### src/hw/rtl/swhsr_pkg.sv
`default_nettype none

package swhsr_pkg;

  localparam logic [6:0] MAX_EDGES = 7'd85;
  localparam logic [5:0] FRAME_BITS = 6'd40;

  localparam logic [2:0] REG_SENSOR_KIND      = 3'd0;
  localparam logic [2:0] REG_ONE_THRESHOLD    = 3'd1;
  localparam logic [2:0] REG_START_LOW_TICKS  = 3'd2;
  localparam logic [2:0] REG_START_HIGH_TICKS = 3'd3;
  localparam logic [2:0] REG_TIMEOUT_TICKS    = 3'd4;

  localparam logic KIND_DHT22 = 1'b1;

  typedef struct packed {
    logic start_request;
    logic line_level;
  } in_t;

  typedef struct packed {
    logic                drive_enable;
    logic                drive_level;
    logic                busy_res;
    logic                done_res;
    logic                good;
    logic [7:0]          humidity_integral;
    logic [7:0]          humidity_fraction;
    logic [7:0]          temperature_integral;
    logic [7:0]          temperature_fraction;
    logic [15:0]         humidity_tenths;
    logic signed [15:0]  temperature_tenths;
  } out_t;

  typedef struct packed {
    logic        sensor_kind;
    logic [7:0]  one_threshold;
    logic [14:0] start_low_ticks;
    logic [7:0]  start_high_ticks;
    logic [7:0]  timeout_ticks;
  } cfg_t;

  // one classified tick, bytes only filled on the closing tick
  typedef struct packed {
    logic            drive_enable;
    logic            drive_level;
    logic            busy;
    logic            done;
    logic            full;
    logic [4:0][7:0] bytes;
  } rec_t;

endpackage

`default_nettype wire

### src/hw/rtl/swhsr_front.sv
`default_nettype none

module swhsr_front (
  input  wire logic            clk,
  input  wire logic            rst_n,
  input  wire logic            accept,
  input  wire swhsr_pkg::in_t  in_data,
  input  wire swhsr_pkg::cfg_t cfg,
  output swhsr_pkg::rec_t      rec
);

  localparam logic [1:0] PH_IDLE = 2'd0;
  localparam logic [1:0] PH_LOW  = 2'd1;
  localparam logic [1:0] PH_HIGH = 2'd2;
  localparam logic [1:0] PH_MEAS = 2'd3;

  logic [1:0]      phase_r, phase_nxt;
  logic [14:0]     timer_r, timer_nxt;
  logic [7:0]      run_r, run_nxt;
  logic            prev_r, prev_nxt;
  logic [6:0]      edge_r, edge_nxt;
  logic [5:0]      bitcnt_r, bitcnt_nxt;
  logic [4:0][7:0] frame_r, frame_nxt;

  logic [1:0]      cur_phase;
  logic [14:0]     cur_timer;
  logic [5:0]      cur_bitcnt;
  logic [4:0][7:0] cur_frame;
  logic [14:0]     timer_inc;
  logic [7:0]      run_inc;
  logic [6:0]      edge_inc;
  logic            take;
  logic            bit_val;
  logic            done;

  always_comb begin
    cur_phase  = phase_r;
    cur_timer  = timer_r;
    cur_bitcnt = bitcnt_r;
    cur_frame  = frame_r;
    if (phase_r == PH_IDLE && in_data.start_request) begin
      cur_phase  = PH_LOW;
      cur_timer  = '0;
      cur_bitcnt = '0;
      cur_frame  = '0;
    end

    timer_inc = cur_timer + 15'd1;
    run_inc   = (run_r != 8'hFF) ? run_r + 8'd1 : run_r;
    edge_inc  = edge_r + 7'd1;
    bit_val   = run_r > cfg.one_threshold;

    phase_nxt  = cur_phase;
    timer_nxt  = cur_timer;
    run_nxt    = run_r;
    prev_nxt   = prev_r;
    edge_nxt   = edge_r;
    bitcnt_nxt = cur_bitcnt;
    take       = 1'b0;
    done       = 1'b0;
    rec        = '0;

    unique case (cur_phase)
      PH_LOW: begin
        rec.drive_enable = 1'b1;
        rec.busy         = 1'b1;
        timer_nxt        = timer_inc;
        if (timer_inc >= cfg.start_low_ticks || timer_inc == '0) begin
          phase_nxt = PH_HIGH;
          timer_nxt = '0;
        end
      end
      PH_HIGH: begin
        rec.drive_enable = 1'b1;
        rec.drive_level  = 1'b1;
        rec.busy         = 1'b1;
        timer_nxt        = timer_inc;
        if (timer_inc >= {7'd0, cfg.start_high_ticks}) begin
          phase_nxt = PH_MEAS;
          timer_nxt = '0;
          run_nxt   = '0;
          prev_nxt  = 1'b1;
          edge_nxt  = '0;
        end
      end
      PH_MEAS: begin
        rec.busy = 1'b1;
        if (in_data.line_level == prev_r) begin
          run_nxt = run_inc;
          done    = run_inc >= cfg.timeout_ticks;
        end else begin
          take     = edge_r >= 7'd4 && !edge_r[0] && cur_bitcnt < swhsr_pkg::FRAME_BITS;
          prev_nxt = in_data.line_level;
          run_nxt  = '0;
          edge_nxt = edge_inc;
          done     = edge_inc >= swhsr_pkg::MAX_EDGES;
        end
      end
      default: begin
      end
    endcase

    frame_nxt = cur_frame;
    for (int i = 0; i < 5; i++) begin
      if (take && cur_bitcnt[5:3] == 3'(i)) begin
        frame_nxt[4 - i] = {cur_frame[4 - i][6:0], bit_val};
      end
    end
    if (take) begin
      bitcnt_nxt = cur_bitcnt + 6'd1;
    end

    if (done) begin
      phase_nxt = PH_IDLE;
      rec.busy  = 1'b0;
      rec.done  = 1'b1;
      rec.full  = bitcnt_nxt >= swhsr_pkg::FRAME_BITS;
      rec.bytes = frame_nxt;
    end
  end

  always_ff @(posedge clk) begin
    if (!rst_n) begin
      phase_r  <= PH_IDLE;
      timer_r  <= '0;
      run_r    <= '0;
      prev_r   <= 1'b1;
      edge_r   <= '0;
      bitcnt_r <= '0;
      frame_r  <= '0;
    end else if (accept) begin
      phase_r  <= phase_nxt;
      timer_r  <= timer_nxt;
      run_r    <= run_nxt;
      prev_r   <= prev_nxt;
      edge_r   <= edge_nxt;
      bitcnt_r <= bitcnt_nxt;
      frame_r  <= frame_nxt;
    end
  end

endmodule

`default_nettype wire

### src/hw/rtl/swhsr_queue.sv
`default_nettype none

module swhsr_queue (
  input  wire logic             clk,
  input  wire logic             rst_n,
  input  wire logic             push,
  input  wire swhsr_pkg::rec_t  push_data,
  output logic                  full,
  input  wire logic             pop,
  output logic                  not_empty,
  output swhsr_pkg::rec_t       head
);

  swhsr_pkg::rec_t mem_r [2];
  logic       wr_ptr_r, wr_ptr_nxt;
  logic       rd_ptr_r, rd_ptr_nxt;
  logic [1:0] count_r, count_nxt;

  assign full      = count_r == 2'd2;
  assign not_empty = count_r != 2'd0;
  assign head      = mem_r[rd_ptr_r];

  always_comb begin
    wr_ptr_nxt = push ? ~wr_ptr_r : wr_ptr_r;
    rd_ptr_nxt = pop ? ~rd_ptr_r : rd_ptr_r;
    count_nxt  = count_r + {1'b0, push} - {1'b0, pop};
  end

  always_ff @(posedge clk) begin
    if (push) begin
      mem_r[wr_ptr_r] <= push_data;
    end
  end

  always_ff @(posedge clk) begin
    if (!rst_n) begin
      wr_ptr_r <= 1'b0;
      rd_ptr_r <= 1'b0;
      count_r  <= '0;
    end else begin
      wr_ptr_r <= wr_ptr_nxt;
      rd_ptr_r <= rd_ptr_nxt;
      count_r  <= count_nxt;
    end
  end

endmodule

`default_nettype wire

### src/hw/rtl/swhsr_back.sv
`default_nettype none

module swhsr_back (
  input  wire logic             clk,
  input  wire logic             rst_n,
  input  wire logic             sensor_kind,
  input  wire logic             q_not_empty,
  input  wire swhsr_pkg::rec_t  q_head,
  output logic                  q_pop,
  output logic                  out_valid,
  input  wire logic             out_ready,
  output swhsr_pkg::out_t       out_data
);

  logic             out_valid_r, out_valid_nxt;
  swhsr_pkg::out_t  out_data_r, out_data_nxt;
  logic [7:0]       sum;
  logic [14:0]      mag;
  logic             good;

  assign q_pop     = q_not_empty && (!out_valid_r || out_ready);
  assign out_valid = out_valid_r;
  assign out_data  = out_data_r;

  always_comb begin
    sum  = q_head.bytes[4] + q_head.bytes[3] + q_head.bytes[2] + q_head.bytes[1];
    good = q_head.done && q_head.full && q_head.bytes[0] == sum;
    mag  = {q_head.bytes[2][6:0], q_head.bytes[1]};

    out_data_nxt                      = '0;
    out_data_nxt.drive_enable         = q_head.drive_enable;
    out_data_nxt.drive_level          = q_head.drive_level;
    out_data_nxt.busy_res             = q_head.busy;
    out_data_nxt.done_res             = q_head.done;
    out_data_nxt.good                 = good;
    out_data_nxt.humidity_integral    = q_head.bytes[4];
    out_data_nxt.humidity_fraction    = q_head.bytes[3];
    out_data_nxt.temperature_integral = q_head.bytes[2];
    out_data_nxt.temperature_fraction = q_head.bytes[1];
    if (good && sensor_kind == swhsr_pkg::KIND_DHT22) begin
      out_data_nxt.humidity_tenths = {q_head.bytes[4], q_head.bytes[3]};
      // sign-magnitude to two's complement
      out_data_nxt.temperature_tenths = q_head.bytes[2][7] ?
        16'(-{1'b0, mag}) : {1'b0, mag};
    end

    out_valid_nxt = out_valid_r;
    if (q_pop) begin
      out_valid_nxt = 1'b1;
    end else if (out_ready) begin
      out_valid_nxt = 1'b0;
    end
  end

  always_ff @(posedge clk) begin
    if (!rst_n) begin
      out_valid_r <= 1'b0;
    end else begin
      out_valid_r <= out_valid_nxt;
    end
  end

  always_ff @(posedge clk) begin
    if (q_pop) begin
      out_data_r <= out_data_nxt;
    end
  end

endmodule

`default_nettype wire

### src/hw/rtl/single_wire_humidity_sensor_reader.sv
`default_nettype none

// Reads a DHT11/DHT22 style sensor over its single data wire. Every accepted input is one
// microsecond sample of the line plus a start request; every accepted input yields exactly
// one result telling how to drive the line, whether a reading is in progress and, on the
// closing sample, the received bytes, the checksum verdict and (DHT22 mode) humidity and
// signed temperature in tenths. One sample is taken per clock while input is not stalled: the
// front tracker updates its run and edge counters on each accepted sample, and a result passes
// through a two-entry queue and the output register. Input stalls only when both the queue
// and the output register hold untaken results. No clearing pass is needed after reset.
// Registers written through cfg_index 0..4: sensor_kind, one_threshold, start_low_ticks,
// start_high_ticks, timeout_ticks; other indexes are ignored.
module single_wire_humidity_sensor_reader (
  input  wire logic             clk,
  input  wire logic             rst_n,
  input  wire logic             in_valid,
  output logic                  in_ready,
  input  wire swhsr_pkg::in_t   in_data,
  output logic                  out_valid,
  input  wire logic             out_ready,
  output swhsr_pkg::out_t       out_data,
  input  wire logic             cfg_we,
  input  wire logic [2:0]       cfg_index,
  input  wire logic [14:0]      cfg_wdata
);

  swhsr_pkg::cfg_t cfg_r, cfg_nxt;
  swhsr_pkg::rec_t rec;
  swhsr_pkg::rec_t q_head;
  logic            q_full;
  logic            q_not_empty;
  logic            q_pop;
  logic            accept;

  assign in_ready = !q_full;
  assign accept   = in_valid && in_ready;

  always_comb begin
    cfg_nxt = cfg_r;
    if (cfg_we) begin
      unique case (cfg_index)
        swhsr_pkg::REG_SENSOR_KIND:      cfg_nxt.sensor_kind      = cfg_wdata[0];
        swhsr_pkg::REG_ONE_THRESHOLD:    cfg_nxt.one_threshold    = cfg_wdata[7:0];
        swhsr_pkg::REG_START_LOW_TICKS:  cfg_nxt.start_low_ticks  = cfg_wdata;
        swhsr_pkg::REG_START_HIGH_TICKS: cfg_nxt.start_high_ticks = cfg_wdata[7:0];
        swhsr_pkg::REG_TIMEOUT_TICKS:    cfg_nxt.timeout_ticks    = cfg_wdata[7:0];
        default: begin
        end
      endcase
    end
  end

  always_ff @(posedge clk) begin
    if (!rst_n) begin
      cfg_r.sensor_kind      <= 1'b1;
      cfg_r.one_threshold    <= 8'd16;
      cfg_r.start_low_ticks  <= 15'd18000;
      cfg_r.start_high_ticks <= 8'd40;
      cfg_r.timeout_ticks    <= 8'd255;
    end else begin
      cfg_r <= cfg_nxt;
    end
  end

  swhsr_front u_front (
    .clk     (clk),
    .rst_n   (rst_n),
    .accept  (accept),
    .in_data (in_data),
    .cfg     (cfg_r),
    .rec     (rec)
  );

  swhsr_queue u_queue (
    .clk       (clk),
    .rst_n     (rst_n),
    .push      (accept),
    .push_data (rec),
    .full      (q_full),
    .pop       (q_pop),
    .not_empty (q_not_empty),
    .head      (q_head)
  );

  swhsr_back u_back (
    .clk         (clk),
    .rst_n       (rst_n),
    .sensor_kind (cfg_r.sensor_kind),
    .q_not_empty (q_not_empty),
    .q_head      (q_head),
    .q_pop       (q_pop),
    .out_valid   (out_valid),
    .out_ready   (out_ready),
    .out_data    (out_data)
  );

  // input only stalls behind a result that is still waiting
  a_stall_needs_backlog: assert property (@(posedge clk) disable iff (!rst_n)
    !in_ready |-> out_valid)
    else $error("input stalled with no waiting result");

  a_good_only_when_done: assert property (@(posedge clk) disable iff (!rst_n)
    out_valid && out_data.good |-> out_data.done_res && !out_data.busy_res)
    else $error("good flagged outside a closing transfer");

  a_drive_while_busy: assert property (@(posedge clk) disable iff (!rst_n)
    out_valid && out_data.drive_level |-> out_data.drive_enable && out_data.busy_res)
    else $error("line driven high while not driving");

  a_tenths_need_good: assert property (@(posedge clk) disable iff (!rst_n)
    out_valid && !out_data.good |-> out_data.humidity_tenths == '0 &&
      out_data.temperature_tenths == '0)
    else $error("tenths given without a good reading");

endmodule

`default_nettype wire
### config.mk
export PLATFORM = sky130hd
export DESIGN_NAME = single_wire_humidity_sensor_reader
export DESIGN_NICKNAME = d
export VERILOG_FILES = /design/src/hw/rtl/swhsr_pkg.sv /design/src/hw/rtl/swhsr_front.sv /design/src/hw/rtl/swhsr_queue.sv /design/src/hw/rtl/swhsr_back.sv /design/src/hw/rtl/single_wire_humidity_sensor_reader.sv
export SDC_FILE = /design/constraint.sdc
export NUM_CORES = 1
export LEC_CHECK = 0
export BUFFER_PORTS_ARGS = -buffer_cell sky130_fd_sc_hd__buf_2
export CELL_PAD_IN_SITES_DETAIL_PLACEMENT = 0
export CELL_PAD_IN_SITES_GLOBAL_PLACEMENT = 1
export CORE_ASPECT_RATIO = 1.75
export CORE_MARGIN = 2
export CORE_UTILIZATION = 39
export CTS_BUF_LIST = sky130_fd_sc_hd__clkbuf_16
export CTS_CLUSTER_DIAMETER = 80
export DETAILED_ROUTE_END_ITERATION = 10
export GPL_ROUTABILITY_DRIVEN = 0
export PLACE_DENSITY = 0.77
export SLEW_MARGIN = 30
export SYNTH_ARGS = -nofsm -noshare
export SYNTH_HDL_FRONTEND = slang
export SYNTH_SLANG_ARGS = --single-unit
### constraint.sdc
create_clock -name clk -period 9.9 [get_ports clk]
set_input_delay 2.475 -clock clk [delete_from_list [all_inputs] [get_ports clk]]
set_output_delay 2.475 -clock clk [all_outputs]
set_load 0.03 [all_outputs]
==> Word level (Yosys, flattened, before mapping) <==
Memory sizes are Yosys's and may differ from the RTL's. A register that Yosys moved wholly into a read port is not among the register bits.
Index checks and enable logic that the tools add are counted.
{ "word_totals": {"register_bits": 193, "ramBits": 90, "inputBits": 25, "memories": 1} }
{ "memory_table": {"columns": ["memory", "depth", "width", "read_ports", "rd_ports_with_merged_regs", "wr", "line_no", "source"], "rows": [
  ["u_queue.mem_r", 2, 45, 1, 1, 1, "swhsr_queue.sv:14", "swhsr_pkg::rec_t mem_r [2];"]
]} }
{ "classes": {"addsub": 10, "magnitude_cmp": 8, "eq_ne": 17, "muxes": 42, "bitwise": 2, "n_reduce_logical": 35} }
{ "ops": {"columns": ["cell", "n"], "rows": [
  ["8-bit two-way mux", 8],
  ["15-bit two-way mux", 4],
  ["43-bit two-way mux", 1],
  ["40-bit two-way mux", 1],
  ["15-bit one-hot mux with 2 select lines", 1],
  ["8-bit adder", 3],
  ["15-bit negation with 16-bit output", 1],
  ["8-bit one-hot mux with 2 select lines", 1],
  ["15-bit by 1-bit adder with 15-bit output (second input constant)", 1],
  ["15-bit >= comparator", 1],
  ["15-bit by 8-bit >= comparator with 1-bit output", 1],
  ["15-bit logical NOT", 1],
  ["1-bit two-way mux", 15],
  ["7-bit two-way mux", 2],
  ["7-bit one-hot mux with 2 select lines", 1],
  ["1-bit logical AND", 13],
  ["3-bit by 2-bit == test with 1-bit output (second input constant)", 4],
  ["6-bit two-way mux", 2],
  ["2-bit AND reduction", 6],
  ["8-bit by 1-bit adder with 8-bit output (second input constant)", 1],
  ["8-bit == test", 1],
  ["8-bit >= comparator", 1],
  ["8-bit greater-than comparator", 1],
  ["2-bit two-way mux", 4],
  ["28 further kinds", 39]
]} }

==> Depth between registers and ports, before layout <==
{ "depth": {"word_depth": 10, "mapped_depth": 21, "mapped_depth_nobuf": 15} }

==> Modules after synthesis <==
From an unflattened synthesis, not the netlist that was laid out.
{ "hier_totals": {"cells_unflattened": 1269, "hier_area_um2": 14655.3} }
{ "by_module_without_submodules": {"columns": ["module", "instances", "cells_each", "area_each_um2", "seq_area_each_um2"], "rows": [
  ["swhsr_front", 1, 720, 5734.2, 1581.5],
  ["swhsr_queue", 1, 161, 3678.5, 2802.7],
  ["swhsr_back", 1, 223, 3574.7, 2092.0],
  ["single_wire_humidity_sensor_reader", 1, 165, 1667.8, 800.8]
]} }

==> Worst setup path before layout <==
OpenSTA, ideal clock, no wires.
{ "synth_timing": {"kind": "input port to flip-flop", "start": "input port out_ready", "end": "register u_queue.count_r[1]", "setup_time_ps": 115, "arrival_ps": 6643, "required_ps": 9785, "setup_slack_ps": 3142, "path_stages": 8, "path_cell_list": "nor2b_1 nor2_1 ha_1 inv_1 ha_1 xnor2_1 xnor2_1 and2_1"} }
{ "synth_between": {"elab_chain_cells": 3} }
{ "synth_rtl": {"columns": ["element", "line_no", "source"], "rows": [
  ["start, declared", "single_wire_humidity_sensor_reader.sv:20", "input wire logic out_ready,"],
  ["1-bit logical OR", "swhsr_back.sv:21", "assign q_pop = q_not_empty && (!out_valid_r || out_ready);"],
  ["1-bit logical AND", "swhsr_back.sv:21", null],
  ["named net q_pop", "single_wire_humidity_sensor_reader.sv:32", "logic q_pop;"],
  ["2-bit by 1-bit subtractor with 2-bit output", "swhsr_queue.sv:26", "count_nxt = count_r + {1'b0, push} - {1'b0, pop};"],
  ["end signal, assigned", "swhsr_queue.sv:43", "count_r <= count_nxt;"],
  ["end, declared", "swhsr_queue.sv:17", "logic [1:0] count_r, count_nxt;"]
]} }
The timed path passes the listed nets, and every way through them passes these cells.
A chain may end at the register's enable or synchronous reset.

==> qor.yml <==
outcome:
  outcome: "finished, final reports clean"
synthesis:
  async_reset_ff_share_pct: 0
  ys_top_cells_by_count: "nand2_1 (161), edfxtp_1 (159), dfxtp_1 (125), nor2_1 (81), inv_1 (65)"
  synth_enable_flop_cells: 159
  synth_cell_types: 71
  synth_area_leaders: "edfxtp_1 (35%), dfxtp_1 (18%), ha_1 (4.4%)"
  synth_area_sq_mm: 0.01383
  synth_ff_type: "edfxtp_1"
  seq_area_frac_synth_pct: 52.61
  ys.warnings.count: 0
  synth.largest_area_cell: "edfxtp_1"
  synth_top_area_share_pct: 34.52
  ys_seq_elements: 284
  syn_nets: 1389
  synthCells: 1301
  synth.avg_cell_area_sq_um: 10.63
  synth_most_common_cell: "nand2_1"
setup_path:
  crit_slowest_cell: "dfxtp_2"
  cp-start-kind: "flop"
  cp_cell_sequence: "buf_4 > mux2i_1 > inv_1 > fa_1 > fa_1 > ha_1 > inv_1 > fa_1 > xor2_1 > xnor2_1 > nand3_1 > nor4b_1 > and4b_1 > nand2_1 > a211oi_1"
  timing.critical_path.to_type: "flop"
  cp_top_family: "adder cells"
  critPathBufInv: 3
  critPathRequiredTime_ns: 10.27
  crit_fanout: 28
  crit_path_max_incr_delay_ns: 0.72
  cp.arrival_ns: 6.09
  path_class: "reg -> reg"
  cpMostUsedCell: "fa_1"
clock_network:
  clk_pin_slew_ns: 0.07
  cts_buffer_depth: 3
  holdBufCountCts: 0
  post_cts_buffers: 0
  htree_levels: 1
  clkSinkCount: 284
  clk_latency_ns: 0.55
  post_cts_resized: 0
  cts_tree: "yes"
  cts_made_buffers: 26
  root_buffer: "clkbuf_16"
power:
  peakVddDrop_mv: 0.1243
  p_leak_nw: 5.816
  p_per_area_mw_per_mm2: 239.3
flow_run:
  maxCapViolCount: 0
route:
  drt-total-wl_mm: 30.32
  drt_iter0_drc: 523
  routed_via_density: 5.155
  routedWlPerCell_microns: 16.31
  vias: 9583
  dr.pass1.iters: 4
  drc: 0
  antenna_left: 0
grt:
  grt_usage_pct: 16.32
  grt_pass1_wl_mm: 48.69
  grt_max_degree: 72
  antenna_found_initial: 1
  grt_pass1_vias: 9480
  grt_overflow: 0
placed_design:
  io_buffer_count: 95
  placed_area_sq_mm: 0.01481
  dp_hpwl_mm: 22.23
sta:
  hold_viol_final: 0
  slew_headroom_pct: 38.83
  fin_skew_ns: 0.02977
  post-route-period-util_pct: 57.84
  grt_setup_unrepaired: "no"
  fin_setup_tns_ns: 0
  setup_viol: 0
  timing.fmax_ghz: 0.1746
  finalCriticalPeriod_ns: 5.726
  tightest_slew_ns: 0.8920
  slew_viol_final: 0
final_layout:
  diodes: 0
  fin_util_pct: 44.81
  fin_area_sq_mm: 0.01571
  area_growth_pct: 13.61
  drive_gt1_share_pct: 13.99
  nNetsFinal: 1462
  fillers: 3390
floorplan:
  die_area_sq_mm: 0.03705
  num_rows: 91
  dieHeight_microns: 253.1
  die_width_microns: 146.4
  initial_core_util_pct: 39.44
  num_io_pins: 96
  core_region_area_sq_mm: 0.03507
hold_path:
  hold_class: "reg -> reg"
-- worst register-to-register path: cells and delay by family, from the launching register on --
kind / cells / cell delay, ns
multiplexers: 1 / 0.37
buffers and inverters: 3 / 0.69
AND/OR/NAND/NOR: 4 / 1.42
flip-flops: 1 / 0.72
adder cells (fa/ha/maj): 4 / 1.62
AO/OA/AOI/OAI: 1 / 0.40
XOR/XNOR: 2 / 0.34
-- routing by layer --
layer,wire [microns],GRT usage (%),part of all wire [%]
met4,1457,8.350,4.8
met1,11360,16.53,37
met2,16480,32.32,54
met5,13,0,0.043
met3,996,1.964,3.3
-- final cells by class --
| cell class | instances | area [sq um] | share of cell area [%] |
|---|---|---|---|
| Sequential cell | 284 | 7278 | 46.32 |
| Multi-Input combinational cell | 887 | 6108 | 38.87 |
| Clock buffer | 27 | 675.6 | 4.300 |
| Timing Repair Buffer | 108 | 593.1 | 3.774 |
| Tap cell | 465 | 581.8 | 3.703 |
| Inverter | 67 | 251.5 | 1.600 |
| Clock inverter | 21 | 225.2 | 1.433 |
-- through the flow --
step	total power [mW]	std cells	hold WS [ns]	worst slack, ns
final	3.760	1859	0.4667	4.174
after global routing	3.964	1859	0.4863	3.544
after CTS	3.817	1859	0.4725	4.106
after detailed placement	2.758	1811	0.4630	4.121
after global placement	2.746	1810	0.4541	4.270
after floorplan	2.445	1301	0.4435	3.142
-- final timing paths --
| path | slack [ns] | startpoint | cells past startpoint | endpoint |
|---|---|---|---|---|
| min | 0.47 | cfg_r[17] | 2 | cfg_r[17] |
| max | 4.17 | flop | 15 | u_back.out_data[1] |
| min reg2reg | 0.47 | cfg_r[17] | 2 | cfg_r[17] |
| max reg2reg | 4.17 | flop | 15 | u_back.out_data[1] |
-- report_power, final --
part	internal, mW	switching [mW]	total, mW
Sequential	1.46	0.0552	1.52
Clock	0.603	0.447	1.05
Combinational	0.418	0.773	1.19
-- state kept, by name, summed over array words and instances (netlist names), named ones only --
register          flops
u_queue.rd_ptr_r      1
u_front.phase_r       2
u_queue.count_r       2
u_front.timer_r      15
u_front.frame_r      40
u_front.prev_r        1
u_front.bitcnt_r      6
u_queue.mem_r        90
u_front.run_r         8
u_back.out_valid      1
u_front.edge_r        7
u_back.out_data      69
cfg_r                40
u_queue.wr_ptr_r      1
-- layout by cell type (no fill, tap or decap), drive strengths merged, types with 16 or more instances in the layout --
cell	n
nand2	161
edfxtp	159
dfxtp	125
buf	108
nor2	81
inv	67
a21oi	63
nor2b	60
ha	49
mux2i	43
a22oi	39
nand3	35
xnor2	33
a21boi	32
clkbuf	27
o21ai	26
and3	25
mux2	23
xor2	20
o211ai	18
and2	17
nor3	16
-- logic make-up (layout without fill, tap and decap cells) --
group | count (synthesis) | in the layout | synth area share [%]
simple gates | 452 | 452 | 16.24
flops | 284 | 284 | 52.61
compound gates | 252 | 252 | 12.66
buf+inv | 130 | 223 | 3.619
mux | 66 | 66 | 4.985
fa+ha+maj | 64 | 64 | 6.532
xor+xnor | 53 | 53 | 3.356
Power figures use the tool's default switching activity.
